<file path="src/design/mpds_pkg.sv">
// Shared types, command codes and defaults for the multi-pattern DFA scanner.
package mpds_pkg;

    localparam int STATE_COUNT_DEF  = 256;
    localparam int SYMBOL_COUNT_DEF = 256;
    localparam int MAX_CHAIN_DEF    = 16;
    localparam int TABLE_LIMIT      = 256;

    typedef enum logic [2:0] {
        CMD_SCAN       = 3'd0,
        CMD_WRITE_EDGE = 3'd1,
        CMD_WRITE_TERM = 3'd2,
        CMD_WRITE_LINK = 3'd3,
        CMD_RESTART    = 3'd4
    } cmd_t;

    typedef enum logic [1:0] {
        ST_IDLE,
        ST_TRANS,
        ST_WALK,
        ST_DONE
    } fsm_t;

    typedef struct packed {
        logic       we;
        logic [7:0] sym;
        logic [7:0] st;
        logic [7:0] wdata;
    } tmem_req_t;

    typedef struct packed {
        logic       we_term;
        logic       we_link;
        logic [7:0] addr;
        logic       term_wdata;
        logic [7:0] link_wdata;
    } nmem_req_t;

    typedef struct packed {
        logic       term;
        logic [7:0] link;
    } nmem_rsp_t;

    function automatic int clip_count(input int n);
        return (n < TABLE_LIMIT) ? n : TABLE_LIMIT;
    endfunction

endpackage

</file>
<file path="src/design/mpds_nmem.sv">
// Node memory: terminal mark and suffix link of every state.
module mpds_nmem #(
    parameter int STATE_COUNT = mpds_pkg::STATE_COUNT_DEF
) (
    input  logic                 clk,
    input  mpds_pkg::nmem_req_t  req,
    output mpds_pkg::nmem_rsp_t  rsp
);
    import mpds_pkg::*;

    localparam int STATES = clip_count(STATE_COUNT);
    localparam int NAW    = $clog2(STATES);

    logic [8:0]     mem [STATES];
    logic [NAW-1:0] addr;

    assign addr = req.addr[NAW-1:0];

    always_ff @(posedge clk)
    begin
        if (req.we_term)
        begin
            mem[addr][8] <= req.term_wdata;
        end
        if (req.we_link)
        begin
            mem[addr][7:0] <= req.link_wdata;
        end
        rsp <= nmem_rsp_t'(mem[addr]);
    end

endmodule

</file>
<file path="config.mk">
export PLATFORM = sky130hd
export DESIGN_NAME = mpds_nmem
export DESIGN_NICKNAME = d
export VERILOG_FILES = /design/src/design/mpds_pkg.sv /design/src/design/mpds_nmem.sv
export SDC_FILE = /design/constraint.sdc
export NUM_CORES = 2
export LEC_CHECK = 0
export ABC_AREA = 1
export BUFFER_PORTS_ARGS = -buffer_cell sky130_fd_sc_hd__buf_2
export CORE_UTILIZATION = 61
export CTS_BUF_LIST = sky130_fd_sc_hd__clkbuf_4
export CTS_CLUSTER_SIZE = 20
export DETAILED_ROUTE_END_ITERATION = 16
export PLACE_DENSITY_LB_ADDON = 0.15
export SLEW_MARGIN = 15
export SYNTH_ARGS = -nofsm -noshare
export SYNTH_HDL_FRONTEND = slang
export SYNTH_SLANG_ARGS = --single-unit
</file>
<file path="constraint.sdc">
create_clock -name clk -period 4.2 [get_ports clk]
set_input_delay 1.26 -clock clk [delete_from_list [all_inputs] [get_ports clk]]
set_output_delay 1.26 -clock clk [all_outputs]
set_load 0.05 [all_outputs]
</file>
==> impl_metrics.py <==
metrics = {
    "synthesis": {
        "ys_ff_latch": 2313,
        "syn_area_mm2": 0.0974,
        "synth.cells.most_frequent": "5365 x sky130_fd_sc_hd__nand2_1, 2304 x sky130_fd_sc_hd__edfxtp_1, 512 x sky130_fd_sc_hd__nor3_1, 281 x sky130_fd_sc_hd__buf_2, 218 x sky130_fd_sc_hd__clkbuf_1",
        "postSynth.topFlopCell": "sky130_fd_sc_hd__edfxtp_1",
        "synth_cell_type_count": 19,
        "yosys.area.top_type_share": 0.710,
        "synth_nets": 9339,
        "yosysWarningCount": 0,
        "synth_sequential_area_ratio": 0.712,
        "synth-edff-count": 2304,
        "synth_area_leader_cell": "sky130_fd_sc_hd__edfxtp_1",
        "netlist_instances": 9319,
        "synthTopCellsByArea": "sky130_fd_sc_hd__edfxtp_1 71%, sky130_fd_sc_hd__nand2_1 21%, sky130_fd_sc_hd__nor3_1 2.6%",
        "post_synth.cell_area_avg_um2": 10.5,
        "synth-async-reset-ratio": 0,
        "most_common_cell_in_the_synthesized_netlist": "sky130_fd_sc_hd__nand2_1",
    },
    "power_and_ir_drop": {
        "finalPower_mw": 47.1,
        "power.switching_mw": 11.2,
        "power_frac_comb": 0.065,
        "power_frac_seq": 0.541,
        "total_leakage_power_nw": 44.5,
        "cellInternalPower_mw": 35.9,
        "power_frac_clock": 0.393,
        "switching_share": 0.239,
        "powerDensity_mw_per_mm2": 430,
        "max-vdd-ir-drop_v": 0.000432,
    },
    "clock_network": {
        "h_tree_depth_reported_by_cts": 6,
        "clock_sinks": 2313,
        "clock_tree_from_tritoncts": "yes",
        "cts_setup_buffers": 0,
        "ctsHoldBuffers": 0,
        "numCtsBuffers": 602,
        "clockBufferDepth": 4,
        "path_clk_slew_ns": 0.07,
        "cts_resized": 0,
        "clk-insertion-delay-late_ns": 1.40,
        "cts_root_buf": "sky130_fd_sc_hd__clkbuf_4",
    },
    "routing": {
        "num_vias": 70298,
        "post_drt_via_cell_ratio": 5.70,
        "first_iter_violations": 8354,
        "wirelength_um": 266000,
        "drt_drc_violations_left": 0,
        "route.detailed.wl_per_inst_um": 21.6,
        "postRouteAntennaNets": 0,
        "drt_first_pass_iters": 10,
    },
    "sta": {
        "min_period_ns": 3.84,
        "max_freq_mhz": 261,
        "timing.final.max_slew_violations": 0,
        "layout_setup_ws_ns": 0.363,
        "clock-skew-final_ns": 0.0986,
        "tightestPinTransition_ns": 1.11,
        "post-route-period-util": 0.914,
        "fin_setup_tns_ns": 0,
        "grt_setup_unrepaired": "false",
        "setup_viol": 0,
        "hold_viol": 0,
        "slew_headroom": 0.254,
    },
    "worst_setup_path": {
        "cpLargestDelayFamily": "flip-flops",
        "regToRegStartpoint": "mem[243][1]",
        "r2r.worst_path.cells": 12,
        "critical_path_arrival_ns": 2.58,
        "timing.critical_path.buf_inv": 1,
        "startpoint_type": "flop",
        "slowest_stage": "sky130_fd_sc_hd__dfxtp_1",
        "worstSetupPathDepth": 1,
        "worst_path_largest_cell_delay_ns": 0.77,
        "regToRegEndpoint": "rsp[1]",
        "startpoint": "rsp[1]",
        "setup.worst_path.end_class": "primary output",
        "reg2reg_slack_ns": 1.80,
        "cp-endpoint": "rsp[1]",
        "critPathKind": "flop to primary output",
        "critical_path.cell_chain": "buf_2",
        "cp_data_required_time_ns": 2.94,
        "cp_max_fo": 1,
    },
    "placement": {
        "io_buffers": 28,
        "place.gp.congestion": 0.890,
        "place_hpwl_um": 153000,
        "dp.cells": 11345,
        "post-place-ws_ns": -0.229,
    },
    "die": {
        "total_die_area_mm2": 0.161,
        "die_w_um": 402,
        "initial_core_util": 0.615,
        "rows": 146,
        "die_h_um": 402,
        "io_pins": 29,
        "core_area_mm2": 0.158,
    },
    "cells_and_area": {
        "drive_gt1_frac": 0.144,
        "final_cell_count_no_fill": 12328,
        "area_delta_synth_final_pct": 12.4,
        "fin_util": 0.692,
        "final_nets": 9897,
    },
    "grt": {
        "grt_start_max_net_pins": 135,
        "grt_usage": 0.332,
        "grt_pass1_wl_um": 404000,
        "grt_overflow_total": 0,
        "number_of_global_route_vias_before_repair": 68553,
        "initial_antenna_violation_count": 12,
    },
    "min_path": {
        "holdCritPathClass": "input port to flop",
    },
    "outcome": {
        "run_status": "finished clean",
    },
    "job": {
        "cap_violations": 0,
    },
}
-- how the worst min path moves through the flow --
stage,start,end,slack [ns],cells after the start
2_1_floorplan,mem[106][0],rsp[0],0.79,10
3_3_place_gp,mem[11][7],rsp[7],0.91,10
3_5_place_dp,mem[11][7],rsp[7],0.92,10
4_1_cts,req[0],mem[138][0],0.20,1
5_1_grt,req[0],mem[138][0],0.24,1
6_report,req[0],mem[156][0],0.34,1
-- power by group through the flow --
stage | clock [mW] | sequential (mW) | combinational [mW]
6_report | 18.5 | 25.5 | 3.08
5_1_grt | 19.9 | 25.5 | 3.32
4_1_cts | 18.8 | 25.5 | 3.04
3_5_place_dp | 0 | 26.0 | 3.03
3_3_place_gp | 0 | 26.0 | 2.99
2_1_floorplan | 0 | 26.0 | 1.57
-- per-layer routing --
| metal | up-vias | global-route usage | routed length [um] |
|---|---|---|---|
| li1 | 32427 | - | - |
| met1 | 33327 | 0.458 | 103000 |
| met2 | 3914 | 0.512 | 123000 |
| met3 | 616 | 0.0773 | 30800 |
| met4 | 14 | 0.138 | 9660 |
| met5 | - | 0 | 87 |
-- metrics by stage --
step                hold slack (ns)  area (um2)
floorplan                     0.788       97400
detailed placement            0.923      102000
CTS                           0.204      110000
finish                        0.342      110000
global route                  0.245      110000
global placement              0.907      102000
-- placed cells by master (no fill, tap or decap), types with 8 or more instances in the layout --
cell / n
sky130_fd_sc_hd__dfxtp_1: 9
sky130_fd_sc_hd__clkinv_2: 13
sky130_fd_sc_hd__a21oi_1: 36
sky130_fd_sc_hd__nand2_1: 5349
sky130_fd_sc_hd__buf_2: 17
sky130_fd_sc_hd__buf_8: 10
sky130_fd_sc_hd__o21ai_0: 31
sky130_fd_sc_hd__nand2_2: 8
sky130_fd_sc_hd__nor2_1: 93
sky130_fd_sc_hd__o21ai_1: 149
sky130_fd_sc_hd__buf_4: 443
sky130_fd_sc_hd__edfxtp_1: 2304
sky130_fd_sc_hd__nand2_4: 8
sky130_fd_sc_hd__nand3_1: 207
sky130_fd_sc_hd__buf_12: 72
sky130_fd_sc_hd__inv_2: 9
sky130_fd_sc_hd__nor3_1: 512
sky130_fd_sc_hd__clkinv_1: 75
sky130_fd_sc_hd__clkbuf_4: 877
-- flip-flops by register name (all words and copies together) (netlist names) --
register  cells
mem        2304
rsp           9
-- final cells by class --
class,instances,area (um2)
fillers,11619,48900
clock inverters,99,497
clock buffers,877,6580
diodes,7,17.5
repair buffers,543,5010
well taps,2072,2590
multi-input cells,6401,25300
inverters,16,120
flip-flops and latches,2313,69400
-- kinds of logic after synthesis --
kind of cell | after synthesis | share of synthesized area
and+or+nand+nor | 6185 | 0.248
AOI/OAI and AO/OA | 216 | 0.0111
buffers and inverters | 605 | 0.0291
DFF | 2313 | 0.712
(Power assumes the default switching activity.)
