### config.mk
export PLATFORM = sky130hd
export DESIGN_NAME = mpds_ctrl
export DESIGN_NICKNAME = d
export VERILOG_FILES = /design/src/design/mpds_pkg.sv /design/src/design/mpds_ctrl.sv
export SDC_FILE = /design/constraint.sdc
export NUM_CORES = 1
export LEC_CHECK = 0
export ABC_AREA = 1
export BUFFER_PORTS_ARGS = -buffer_cell sky130_fd_sc_hd__buf_2
export CORE_ASPECT_RATIO = 0.8
export CORE_UTILIZATION = 47
export DETAILED_ROUTE_END_ITERATION = 16
export GPL_ROUTABILITY_DRIVEN = 0
export PLACE_DENSITY_LB_ADDON = 0.1
export SLEW_MARGIN = 15
export SYNTH_ARGS = -nofsm -noshare
export SYNTH_HDL_FRONTEND = slang
export SYNTH_SLANG_ARGS = --single-unit
### constraint.sdc
create_clock -name clk -period 1.69 [get_ports clk]
set_input_delay 0.338 -clock clk [delete_from_list [all_inputs] [get_ports clk]]
set_output_delay 0.338 -clock clk [all_outputs]
set_load 0.005 [all_outputs]
### src/design/mpds_pkg.sv
// Shared types, command codes and defaults for the multi-pattern DFA scanner.
package mpds_pkg;

    localparam int STATE_COUNT_DEF  = 256;
    localparam int SYMBOL_COUNT_DEF = 256;
    localparam int MAX_CHAIN_DEF    = 16;
    localparam int TABLE_LIMIT      = 256;

    typedef enum logic [2:0] {
        CMD_SCAN       = 3'd0,
        CMD_WRITE_EDGE = 3'd1,
        CMD_WRITE_TERM = 3'd2,
        CMD_WRITE_LINK = 3'd3,
        CMD_RESTART    = 3'd4
    } cmd_t;

    typedef enum logic [1:0] {
        ST_IDLE,
        ST_TRANS,
        ST_WALK,
        ST_DONE
    } fsm_t;

    typedef struct packed {
        logic       we;
        logic [7:0] sym;
        logic [7:0] st;
        logic [7:0] wdata;
    } tmem_req_t;

    typedef struct packed {
        logic       we_term;
        logic       we_link;
        logic [7:0] addr;
        logic       term_wdata;
        logic [7:0] link_wdata;
    } nmem_req_t;

    typedef struct packed {
        logic       term;
        logic [7:0] link;
    } nmem_rsp_t;

    function automatic int clip_count(input int n);
        return (n < TABLE_LIMIT) ? n : TABLE_LIMIT;
    endfunction

endpackage

### src/design/mpds_ctrl.sv
// Command decoder and suffix-link walk sequencer with the result register.
module mpds_ctrl #(
    parameter int STATE_COUNT  = mpds_pkg::STATE_COUNT_DEF,
    parameter int SYMBOL_COUNT = mpds_pkg::SYMBOL_COUNT_DEF,
    parameter int MAX_CHAIN    = mpds_pkg::MAX_CHAIN_DEF
) (
    input  logic                 clk,
    input  logic                 rst_n,
    input  logic                 start,
    output logic                 busy,
    input  logic [2:0]           command,
    input  logic [7:0]           symbol,
    input  logic [7:0]           state_index,
    input  logic [7:0]           table_value,
    output mpds_pkg::tmem_req_t  tmem_req,
    input  logic [7:0]           tmem_rdata,
    output mpds_pkg::nmem_req_t  nmem_req,
    input  mpds_pkg::nmem_rsp_t  nmem_rsp,
    output logic                 match_valid,
    output logic [31:0]          position,
    output logic [7:0]           match_state,
    output logic                 last_match
);
    import mpds_pkg::*;

    localparam int         STATES    = clip_count(STATE_COUNT);
    localparam int         SYMS      = clip_count(SYMBOL_COUNT);
    localparam logic [8:0] STATE_LIM = 9'(STATES);
    localparam logic [8:0] SYM_LIM   = 9'(SYMS);
    localparam int         SW        = $clog2(MAX_CHAIN + 1);
    localparam logic [SW-1:0] CHAIN_LIM = SW'(MAX_CHAIN);

    fsm_t          fsm_reg, fsm_next;
    logic [7:0]    cur_state_reg, cur_state_next;
    logic [31:0]   pos_reg, pos_next;
    logic [7:0]    node_reg, node_next;
    logic [SW-1:0] steps_reg, steps_next;
    logic          sym_ok_reg, sym_ok_next;
    logic          pend_valid_reg, pend_valid_next;
    logic [7:0]    pend_state_reg, pend_state_next;
    logic          out_valid_reg;
    logic [31:0]   out_pos_reg;
    logic [7:0]    out_state_reg;
    logic          out_last_reg;

    cmd_t          cmd;
    logic          accept;
    logic          sym_ok;
    logic          st_ok;
    logic [7:0]    trans_node;
    logic          walk_end;
    logic          emit_valid;
    logic [7:0]    emit_state;
    logic          emit_last;

    assign cmd        = cmd_t'(command);
    assign busy       = (fsm_reg != ST_IDLE);
    assign accept     = start && !busy;
    assign sym_ok     = ({1'b0, symbol} < SYM_LIM);
    assign st_ok      = ({1'b0, state_index} < STATE_LIM);
    assign trans_node = sym_ok_reg ? tmem_rdata : 8'd0;
    assign walk_end   = (steps_reg == CHAIN_LIM) || (nmem_rsp.link == 8'd0);

    always_comb
    begin
        fsm_next = fsm_reg;
        unique case (fsm_reg)
            ST_IDLE:
            begin
                if (accept && (cmd == CMD_SCAN))
                begin
                    fsm_next = ST_TRANS;
                end
            end
            ST_TRANS:
            begin
                fsm_next = (trans_node == 8'd0) ? ST_DONE : ST_WALK;
            end
            ST_WALK:
            begin
                if (walk_end)
                begin
                    fsm_next = ST_DONE;
                end
            end
            ST_DONE:
            begin
                fsm_next = ST_IDLE;
            end
            default:
            begin
                fsm_next = ST_IDLE;
            end
        endcase
    end

    always_comb
    begin
        cur_state_next  = cur_state_reg;
        pos_next        = pos_reg;
        node_next       = node_reg;
        steps_next      = steps_reg;
        sym_ok_next     = sym_ok_reg;
        pend_valid_next = pend_valid_reg;
        pend_state_next = pend_state_reg;
        emit_valid      = 1'b0;
        emit_state      = pend_state_reg;
        emit_last       = 1'b0;

        tmem_req.we    = 1'b0;
        tmem_req.sym   = symbol;
        tmem_req.st    = cur_state_reg;
        tmem_req.wdata = table_value;

        nmem_req.we_term    = 1'b0;
        nmem_req.we_link    = 1'b0;
        nmem_req.addr       = state_index;
        nmem_req.term_wdata = (table_value != 8'd0);
        nmem_req.link_wdata = table_value;

        unique case (fsm_reg)
            ST_IDLE:
            begin
                if (accept)
                begin
                    unique case (cmd)
                        CMD_SCAN:
                        begin
                            sym_ok_next     = sym_ok;
                            pend_valid_next = 1'b0;
                        end
                        CMD_WRITE_EDGE:
                        begin
                            tmem_req.we = sym_ok && st_ok;
                            tmem_req.st = state_index;
                        end
                        CMD_WRITE_TERM:
                        begin
                            nmem_req.we_term = st_ok;
                        end
                        CMD_WRITE_LINK:
                        begin
                            nmem_req.we_link = st_ok;
                        end
                        CMD_RESTART:
                        begin
                            cur_state_next = 8'd0;
                            pos_next       = 32'd0;
                        end
                        default:
                        begin
                        end
                    endcase
                end
            end
            ST_TRANS:
            begin
                cur_state_next = trans_node;
                nmem_req.addr  = trans_node;
                node_next      = trans_node;
                steps_next     = SW'(1);
            end
            ST_WALK:
            begin
                nmem_req.addr = nmem_rsp.link;
                if (nmem_rsp.term)
                begin
                    emit_valid      = pend_valid_reg;
                    pend_state_next = node_reg;
                    pend_valid_next = 1'b1;
                end
                if (!walk_end)
                begin
                    node_next  = nmem_rsp.link;
                    steps_next = steps_reg + SW'(1);
                end
            end
            ST_DONE:
            begin
                emit_valid      = pend_valid_reg;
                emit_last       = 1'b1;
                pos_next        = pos_reg + 32'd1;
                pend_valid_next = 1'b0;
            end
            default:
            begin
            end
        endcase
    end

    always_ff @(posedge clk or negedge rst_n)
    begin
        if (!rst_n)
        begin
            fsm_reg        <= ST_IDLE;
            cur_state_reg  <= 8'd0;
            pos_reg        <= 32'd0;
            pend_valid_reg <= 1'b0;
            out_valid_reg  <= 1'b0;
            steps_reg      <= '0;
            sym_ok_reg     <= 1'b0;
        end
        else
        begin
            fsm_reg        <= fsm_next;
            cur_state_reg  <= cur_state_next;
            pos_reg        <= pos_next;
            pend_valid_reg <= pend_valid_next;
            out_valid_reg  <= emit_valid;
            steps_reg      <= steps_next;
            sym_ok_reg     <= sym_ok_next;
        end
    end

    always_ff @(posedge clk)
    begin
        node_reg       <= node_next;
        pend_state_reg <= pend_state_next;
        out_pos_reg    <= pos_reg;
        out_state_reg  <= emit_state;
        out_last_reg   <= emit_last;
    end

    assign match_valid = out_valid_reg;
    assign position    = out_pos_reg;
    assign match_state = out_state_reg;
    assign last_match  = out_last_reg;

    a_last_ends_run: assert property (@(posedge clk) disable iff (!rst_n)
        match_valid && last_match |=> !match_valid)
        else $error("A result followed the last result of a byte.");

    a_more_pending: assert property (@(posedge clk) disable iff (!rst_n)
        match_valid && !last_match |-> busy)
        else $error("A non-final result appeared with the walk already finished.");

    a_steps_bound: assert property (@(posedge clk) disable iff (!rst_n)
        (fsm_reg == ST_WALK) |-> (steps_reg != '0) && (steps_reg <= CHAIN_LIM))
        else $error("Suffix-link walk step count is out of bounds.");

    a_write_single: assert property (@(posedge clk) disable iff (!rst_n)
        accept && (cmd != CMD_SCAN) |=> !busy && !match_valid)
        else $error("A table write or restart left the block busy or made a result.");

endmodule

==> run metrics, run 1 <==
status=finished with violations; violations in the final reports=negative setup slack; internal power=7.13 mW; Final Hold Slack=0.343 ns; maximum number of pins on one net before global-route repair=40; Die Area=10800 µm²; largest buffer count on any clock path=2; die extent in x=116 µm; CTS tree=yes; actual transition at the worst max-transition pin=0.426 ns; netlist area before placement=4880 µm²; post-detailed-placement cell area=5650 µm²; area delta synth->final=41.5%; Layout Cells excl Fill=904; Worst-Skew Late Latency=0.35 ns; vertical extent of the die=93.2 µm; per-instance average area after synthesis=7.93 µm²; total of flip-flops plus latches after synthesis=107; FP Rows=32; clock sink count=107; internal reg-to-reg setup slack=-0.34 ns; Worst Slack Setup Final=-0.390 ns; IO Pins=134; dominant combinational cell family by area after synthesis=simple AND/OR/NAND/NOR gates; fraction of final layout cells with drive strength greater than 1=40.4%; EDFF count, synth=16; total track usage=24.5%; first-pass iteration count of the detailed router=6; WL final=13.2 mm; total buffers and inverters traversed by the critical path=3; Crit path largest cell delay=0.41 ns; leakage power total=3.38 nW; antenna violations before repair=0; worst hold-check path type=flip-flop to flip-flop; routed vias=4610; arrival time at the worst endpoint=1.74 ns; starting utilization of the core area=49.6%; worst clock skew=0.00873 ns; global-route congestion overflow total=0; Worst Reg-to-Reg Cells=15; mux share of post-synthesis cell area=0%; most instantiated flip-flop cell in the synthesis netlist=sky130_fd_sc_hd__dfrtp_1; post-synthesis compound-gate area fraction=6.92%; switching power share of the total=38.2%; Port Buf Inserts=117; areal power density over the cells=1670 nW/µm²; simple-gate share of the synthesized area=27.1%; fraction of the yosys area taken by sequential cells=52.3%; Synth cell types=31; synthesized instance count=616; Comb power frac=46.0%; startpoint class of the critical path=flip-flop; endpoint required time on the critical path=1.35 ns; most common cell after layout, fill and taps aside=sky130_fd_sc_hd__nand2_1; Relative slew margins=71.3%; asr flop ratio synth=46.7%; vias in the first global route=4242; portion of total power attributed to sequential cells=35.7%; shortest period the worst path allows=2.08 ns; deepest level of the CTS H-tree=3; library cell contributing the largest single delay on the critical path=sky130_fd_sc_hd__dfrtp_1; type of the worst setup path=flip-flop to output pin; crit-path leading delay family=flip-flops; post-layout instance area=6910 µm²; total CTS buffers=9; Core Area=9850 µm²; post-synthesis share of cell area spent on xor and xnor gates=0.359%; worst hold path startpoint=emit_state[1]; unrepaired setup endpoints after global routing=true; Ant. Diodes=0; root buffer cell=sky130_fd_sc_hd__clkbuf_16; top fanout value on the critical path=9; number of maximum-capacitance violations=0; fraction of the cycle the final worst path needs=123%; Worst setup EP type=output pin; register clock-pin slew on the reported worst setup and hold paths=0.07 ns; pre-CTS setup slack=-0.144 ns; detailed-placement wirelength estimate=8.52 mm; initial drt markers=385; routed wire length per instance=14.6 µm; most frequent cells in the layout=sky130_fd_sc_hd__nand2_1, sky130_fd_sc_hd__buf_2, sky130_fd_sc_hd__nor2_1; Post-Syn Nets=672; final standard cell utilization of the core=70.2%; peak supply drop=978 µV; max-slew violation count=0; worst reg2reg endpoint=pos_reg[18]; final setup violation count=76; Peak Freq=481 MHz; number of cells on the worst hold path=0; first-pass GRT wire length=20.4 mm; worst hold endpoint=match_state[1]; routed vias/inst=5.10; Inst Count DP=854; Post-route DRC=0; count of nets left with antenna violations after detail routing=0; cells along the critical path=inv_2, ha_4, nand2_4, nor2_4, nand3_4, buf_12, nand2_1, o21ai_2, buf_2; clock network fraction of total power=18.3%; number of endpoints with negative hold slack in the final report=0; Net Sw Power=4.40 mW; startpoint of the worst-slack reg-to-reg timing path=fsm_reg[0]; Adder-Cell Fraction of Synth Area=2.31%; NumNets Final=819; count of warnings emitted by yosys=0
## through the flow
step                      TNS (ns)  power, mW
after floorplan                  0       5.99
after global placement      -0.781       7.47
after detailed placement     -2.51       7.57
after CTS                    -6.44       10.3
after global routing        -20.99       12.2
final                       -16.02       11.5
## cell usage after synthesis (2+ instances only)
master | n | area [µm²]
sky130_fd_sc_hd__a21oi_1 | 26 | 130
sky130_fd_sc_hd__dfrtp_1 | 50 | 1250
sky130_fd_sc_hd__nor2_2 | 2 | 12.5
sky130_fd_sc_hd__dfxtp_1 | 41 | 821
sky130_fd_sc_hd__buf_6 | 4 | 45.0
sky130_fd_sc_hd__nand2_2 | 2 | 12.5
sky130_fd_sc_hd__edfxtp_1 | 16 | 480
sky130_fd_sc_hd__ha_1 | 9 | 113
sky130_fd_sc_hd__xor2_1 | 2 | 17.5
sky130_fd_sc_hd__clkbuf_1 | 5 | 18.8
sky130_fd_sc_hd__nand4_1 | 2 | 12.5
sky130_fd_sc_hd__buf_4 | 25 | 188
sky130_fd_sc_hd__nand3_1 | 43 | 215
sky130_fd_sc_hd__nand2_1 | 158 | 593
sky130_fd_sc_hd__clkinv_1 | 2 | 7.51
sky130_fd_sc_hd__nor3b_1 | 5 | 37.5
sky130_fd_sc_hd__o21ai_0 | 36 | 180
sky130_fd_sc_hd__nor4_1 | 2 | 12.5
sky130_fd_sc_hd__inv_1 | 72 | 270
sky130_fd_sc_hd__nor2_1 | 102 | 383
sky130_fd_sc_hd__buf_2 | 2 | 10.0
## worst register-to-register path, cell delays in order, from the launching register on
cell                      delay, ns
sky130_fd_sc_hd__dfrtp_1       0.39
sky130_fd_sc_hd__inv_2         0.08
sky130_fd_sc_hd__ha_4          0.17
sky130_fd_sc_hd__buf_4         0.13
sky130_fd_sc_hd__buf_6         0.10
sky130_fd_sc_hd__buf_6         0.10
sky130_fd_sc_hd__buf_6         0.13
sky130_fd_sc_hd__inv_6         0.06
sky130_fd_sc_hd__or2_4         0.15
sky130_fd_sc_hd__nand2_8       0.09
sky130_fd_sc_hd__buf_8         0.15
sky130_fd_sc_hd__nor2_4        0.17
sky130_fd_sc_hd__nand2_1       0.08
sky130_fd_sc_hd__nand2_1       0.06
sky130_fd_sc_hd__inv_1         0.03
sky130_fd_sc_hd__nor2_1        0.08
## how the worst max path moves through the flow
stage	cells after the start	end	from	slack, ns
4_1_cts	9	tmem_req[12]	fsm_reg[0]	-0.35
6_report	9	tmem_req[12]	fsm_reg[0]	-0.39
3_3_place_gp	8	nmem_req[10]	fsm_reg[1]	-0.05
5_1_grt	17	pos_reg[18]	fsm_reg[0]	-0.45
2_1_floorplan	5	nmem_req[15]	fsm_reg[0]	0.001
3_5_place_dp	9	tmem_req[14]	fsm_reg[0]	-0.14
## cell type report
| cell class | count | area [µm²] |
|---|---|---|
| Clock buffer | 10 | 250 |
| Multi-Input combinational cell | 402 | 2380 |
| Inverter | 74 | 303 |
| Fill cell | 760 | 2940 |
| Timing Repair Buffer | 168 | 1190 |
| Tap cell | 136 | 170 |
| Clock inverter | 6 | 56.3 |
| Timing Repair inverter | 1 | 7.51 |
| Sequential cell | 107 | 2550 |
## repair_timing
action                                  CTS  global route
endpoints found under the setup margin   43            75
hold endpoints to repair                 11             0
resized for setup                        53           137
pin swaps                                 8            47
hold buffers                              1             0
setup buffers                            12            17
gates cloned                              4             3
## per-layer routing
layer  global-route usage (%)  vias up  share of wire (%)
li1                         -     2219                  -
met1                     36.8     2157                 47
met2                     35.9      207                 43
met3                     5.38       27                8.2
met4                     5.13        0                1.2
met5                        0        -                  0
## kinds of logic after synthesis
logic type,count (synthesis)
AOI/OAI and AO/OA,66
xor gates and xnor gates,2
adders and majority gates,9
buffers and inverters,110
DFF,107
and+or+nand+nor,322
## power by group through the flow
| stage | sequential (mW) | combinational, mW | clock [mW] |
|---|---|---|---|
| 6_report | 4.12 | 5.30 | 2.11 |
| 5_1_grt | 4.21 | 5.75 | 2.23 |
| 4_1_cts | 4.09 | 4.10 | 2.13 |
| 3_5_place_dp | 4.12 | 3.45 | 0 |
| 3_3_place_gp | 4.11 | 3.36 | 0 |
| 2_1_floorplan | 4.01 | 1.98 | 0 |
Power figures use the tool's default switching activity.
==> run 2: changes to the inputs <==
==> constraint.sdc (replaced) <==
create_clock -name clk -period 1.69 [get_ports clk]
set_input_delay 0.0845 -clock clk [delete_from_list [all_inputs] [get_ports clk]]
set_output_delay 0.0845 -clock clk [all_outputs]
set_load 0.005 [all_outputs]
==> run 2 against run 1 <==
Net effect:
- via count down 2.6%
- hold slack got worse by 0.28 ns
- first-iteration DRC count fell by 21%
- core utilization shrank 2.3 points
- the flow still finishes with violations (negative setup slack)
==> run metrics, run 2 (synthesized netlist as in run 1, its figures left out) <==
worst hold path startpoint=nmem_rsp[4]; detailed-placement wirelength estimate=8.60 mm (+0.92%); portion of total power attributed to sequential cells=37.9% (+2.2 points); Net Sw Power=3.86 mW (-12%); fraction of the cycle the final worst path needs=107% (-16 points); deepest level of the CTS H-tree=3 (unchanged); routed wire length per instance=13.8 µm (-5.6%); largest buffer count on any clock path=2 (unchanged); starting utilization of the core area=49.6% (unchanged); areal power density over the cells=1610 nW/µm² (-3.6%); worst reg2reg endpoint=pos_reg[18]; total track usage=23.7% (-0.73 points); Worst Reg-to-Reg Cells=15 (unchanged); vertical extent of the die=93.2 µm (unchanged); NumNets Final=829 (+1.2%); clock sink count=107 (unchanged); vias in the first global route=3993 (-5.9%); WL final=12.6 mm (-4.6%); leakage power total=3.33 nW (-1.4%); antenna violations before repair=0 (unchanged); worst hold endpoint=node_reg[4]; die extent in x=116 µm (unchanged); register clock-pin slew on the reported worst setup and hold paths=0.07 ns (about the same); number of maximum-capacitance violations=0 (unchanged); clock network fraction of total power=19.1% (+0.8 points); most common cell after layout, fill and taps aside=sky130_fd_sc_hd__nand2_1; global-route congestion overflow total=0 (unchanged); status=finished with violations; worst clock skew=0.00953 ns (+0.000796 ns); FP Rows=32 (unchanged); Relative slew margins=75.2% (+3.9 points); violations in the final reports=negative setup slack; Die Area=10800 µm² (unchanged); Post-route DRC=0 (unchanged); top fanout value on the critical path=5 (-4); area taken by multi-input logic gates=2120 µm² (-11%); Worst setup EP type=output pin; type of the worst setup path=flip-flop to output pin; first-pass iteration count of the detailed router=5 (-1); CTS tree=yes; most frequent cells in the layout=sky130_fd_sc_hd__nand2_1, sky130_fd_sc_hd__buf_2, sky130_fd_sc_hd__nor2_1; routed vias/inst=4.91 (-3.7%); area delta synth->final=36.9%; worst hold-check path type=primary input to flip-flop; actual transition at the worst max-transition pin=0.371 ns (-0.0551 ns); arrival time at the worst endpoint=1.72 ns (-0.02 ns); Worst Slack Setup Final=-0.115 ns (+0.275 ns); pre-CTS setup slack=-0.286 ns (-0.142 ns); fill cell instance count of the final layout=824 (+8.4%); maximum number of pins on one net before global-route repair=51 (+28%); Peak Freq=554 MHz (+15%); routed vias=4489 (-2.6%); Layout Cells excl Fill=914 (+1.1%); shortest period the worst path allows=1.80 ns (-0.275 ns); IO Pins=134 (unchanged); max-slew violation count=0 (unchanged); Register Area=2550 µm² (unchanged); Port Buf Inserts=117 (unchanged); switching power share of the total=35.9% (-2.3 points); first-pass GRT wire length=19.4 mm (-4.8%); Ant. Diodes=0 (unchanged); peak supply drop=830 µV (-15%); total CTS buffers=9 (unchanged); initial drt markers=305 (-21%); endpoint required time on the critical path=1.61 ns (+0.26 ns); internal reg-to-reg setup slack=-0.05 ns (+0.29 ns); final setup violation count=24 (-68%); number of endpoints with negative hold slack in the final report=0 (unchanged); number of cells on the worst hold path=3 (+3); internal power=6.89 mW (-3.3%); count of nets left with antenna violations after detail routing=0 (unchanged); Comb power frac=43.1% (-2.9 points); unrepaired setup endpoints after global routing=true; Core Area=9850 µm² (unchanged); startpoint of the worst-slack reg-to-reg timing path=fsm_reg[1]; startpoint class of the critical path=flip-flop; Inst Count DP=877 (+2.7%); fraction of final layout cells with drive strength greater than 1=34.8% (-5.5 points); Worst-Skew Late Latency=0.35 ns (about the same); root buffer cell=sky130_fd_sc_hd__clkbuf_16; final standard cell utilization of the core=67.9% (-2.3 points)
-- run 2: cell count changes in the layout (fill, tap and decap cells not counted), moves of 4 or more --
cell / previous run / this run
sky130_fd_sc_hd__buf_4: 26 / 42
sky130_fd_sc_hd__buf_6: 14 / 9
sky130_fd_sc_hd__inv_2: 4 / 8
sky130_fd_sc_hd__nand2_1: 118 / 147
sky130_fd_sc_hd__nand2_2: 30 / 10
sky130_fd_sc_hd__nand2_4: 11 / 3
sky130_fd_sc_hd__nand3_1: 32 / 37
sky130_fd_sc_hd__nor2_1: 77 / 84
sky130_fd_sc_hd__nor2_2: 13 / 8
sky130_fd_sc_hd__o21ai_0: 10 / 22
sky130_fd_sc_hd__o21ai_1: 9 / 3
sky130_fd_sc_hd__o21ai_2: 17 / 12
-- run 2: repair_timing --
item                       CTS  global route
hold endpoints to repair    50             0
pin swaps                    4            24
setup endpoints to repair   44            53
hold buffers                 1             0
gates cloned                 2             4
resized for setup           63            63
buffers inserted             5            11
-- run 2: area by class of cell --
cell class,instances,area share (%)
multi-input combinational,400,31.8
tap,136,2.54
clock inverter,5,0.805
inverter,74,4.29
clock buffer,11,3.48
timing repair buffer,181,19.0
sequential,107,38.2
-- run 2: power groups by stage --
stage                     clock network [mW]  logic (mW)  registers (mW)
after detailed placement                   0        3.60            4.08
final                                   2.05        4.63            4.07
after global placement                     0        3.52            4.07
after global routing                    2.18        5.10            4.18
after CTS                               2.09        3.98            4.06
after floorplan                            0        1.89            4.01
-- run 2: worst max-delay path by stage --
stage | cells past startpoint | endpoint | startpoint
after floorplan | 9 | pos_reg[11] | fsm_reg[0]
after global placement | 12 | pos_reg[23] | fsm_reg[0]
after detailed placement | 11 | pos_reg[31] | fsm_reg[0]
after CTS | 9 | nmem_req[14] | fsm_reg[1]
after global routing | 8 | tmem_req[10] | fsm_reg[0]
final | 9 | nmem_req[11] | fsm_reg[1]
-- run 2: per-layer routing --
metal	wire length [µm]	part of all wire [%]	vias to the layer above	global-route usage, %
met5	0	0	-	0
li1	-	-	2233	-
met2	5500	44	172	35.2
met1	6000	48	2070	34.1
met4	99	0.79	0	6.41
met3	997	7.9	14	6.22
-- run 2: metrics by stage --
step | power, mW | setup TNS, ns | cell area [µm²] | hold slack (ns)
after floorplan | 5.89 | 0 | 4890 | -0.211
after global placement | 7.59 | -0.331 | 5770 | 0.0909
after detailed placement | 7.68 | -1.76 | 5770 | 0.0992
after CTS | 10.1 | -2.34 | 6310 | 0.0422
after global routing | 11.5 | -4.89 | 6690 | 0.0580
final | 10.8 | -1.33 | 6690 | 0.0677
-- run 2: worst max-delay path: stages, from the launching register on --
cell and delay [ns]:
sky130_fd_sc_hd__dfrtp_1 0.39, sky130_fd_sc_hd__inv_2 0.09, sky130_fd_sc_hd__buf_6 0.12, sky130_fd_sc_hd__ha_4 0.14, sky130_fd_sc_hd__clkinv_4 0.07, sky130_fd_sc_hd__buf_8 0.15
sky130_fd_sc_hd__nor2_4 0.08, sky130_fd_sc_hd__nor2_1 0.05, sky130_fd_sc_hd__a21oi_1 0.15, sky130_fd_sc_hd__buf_2 0.14
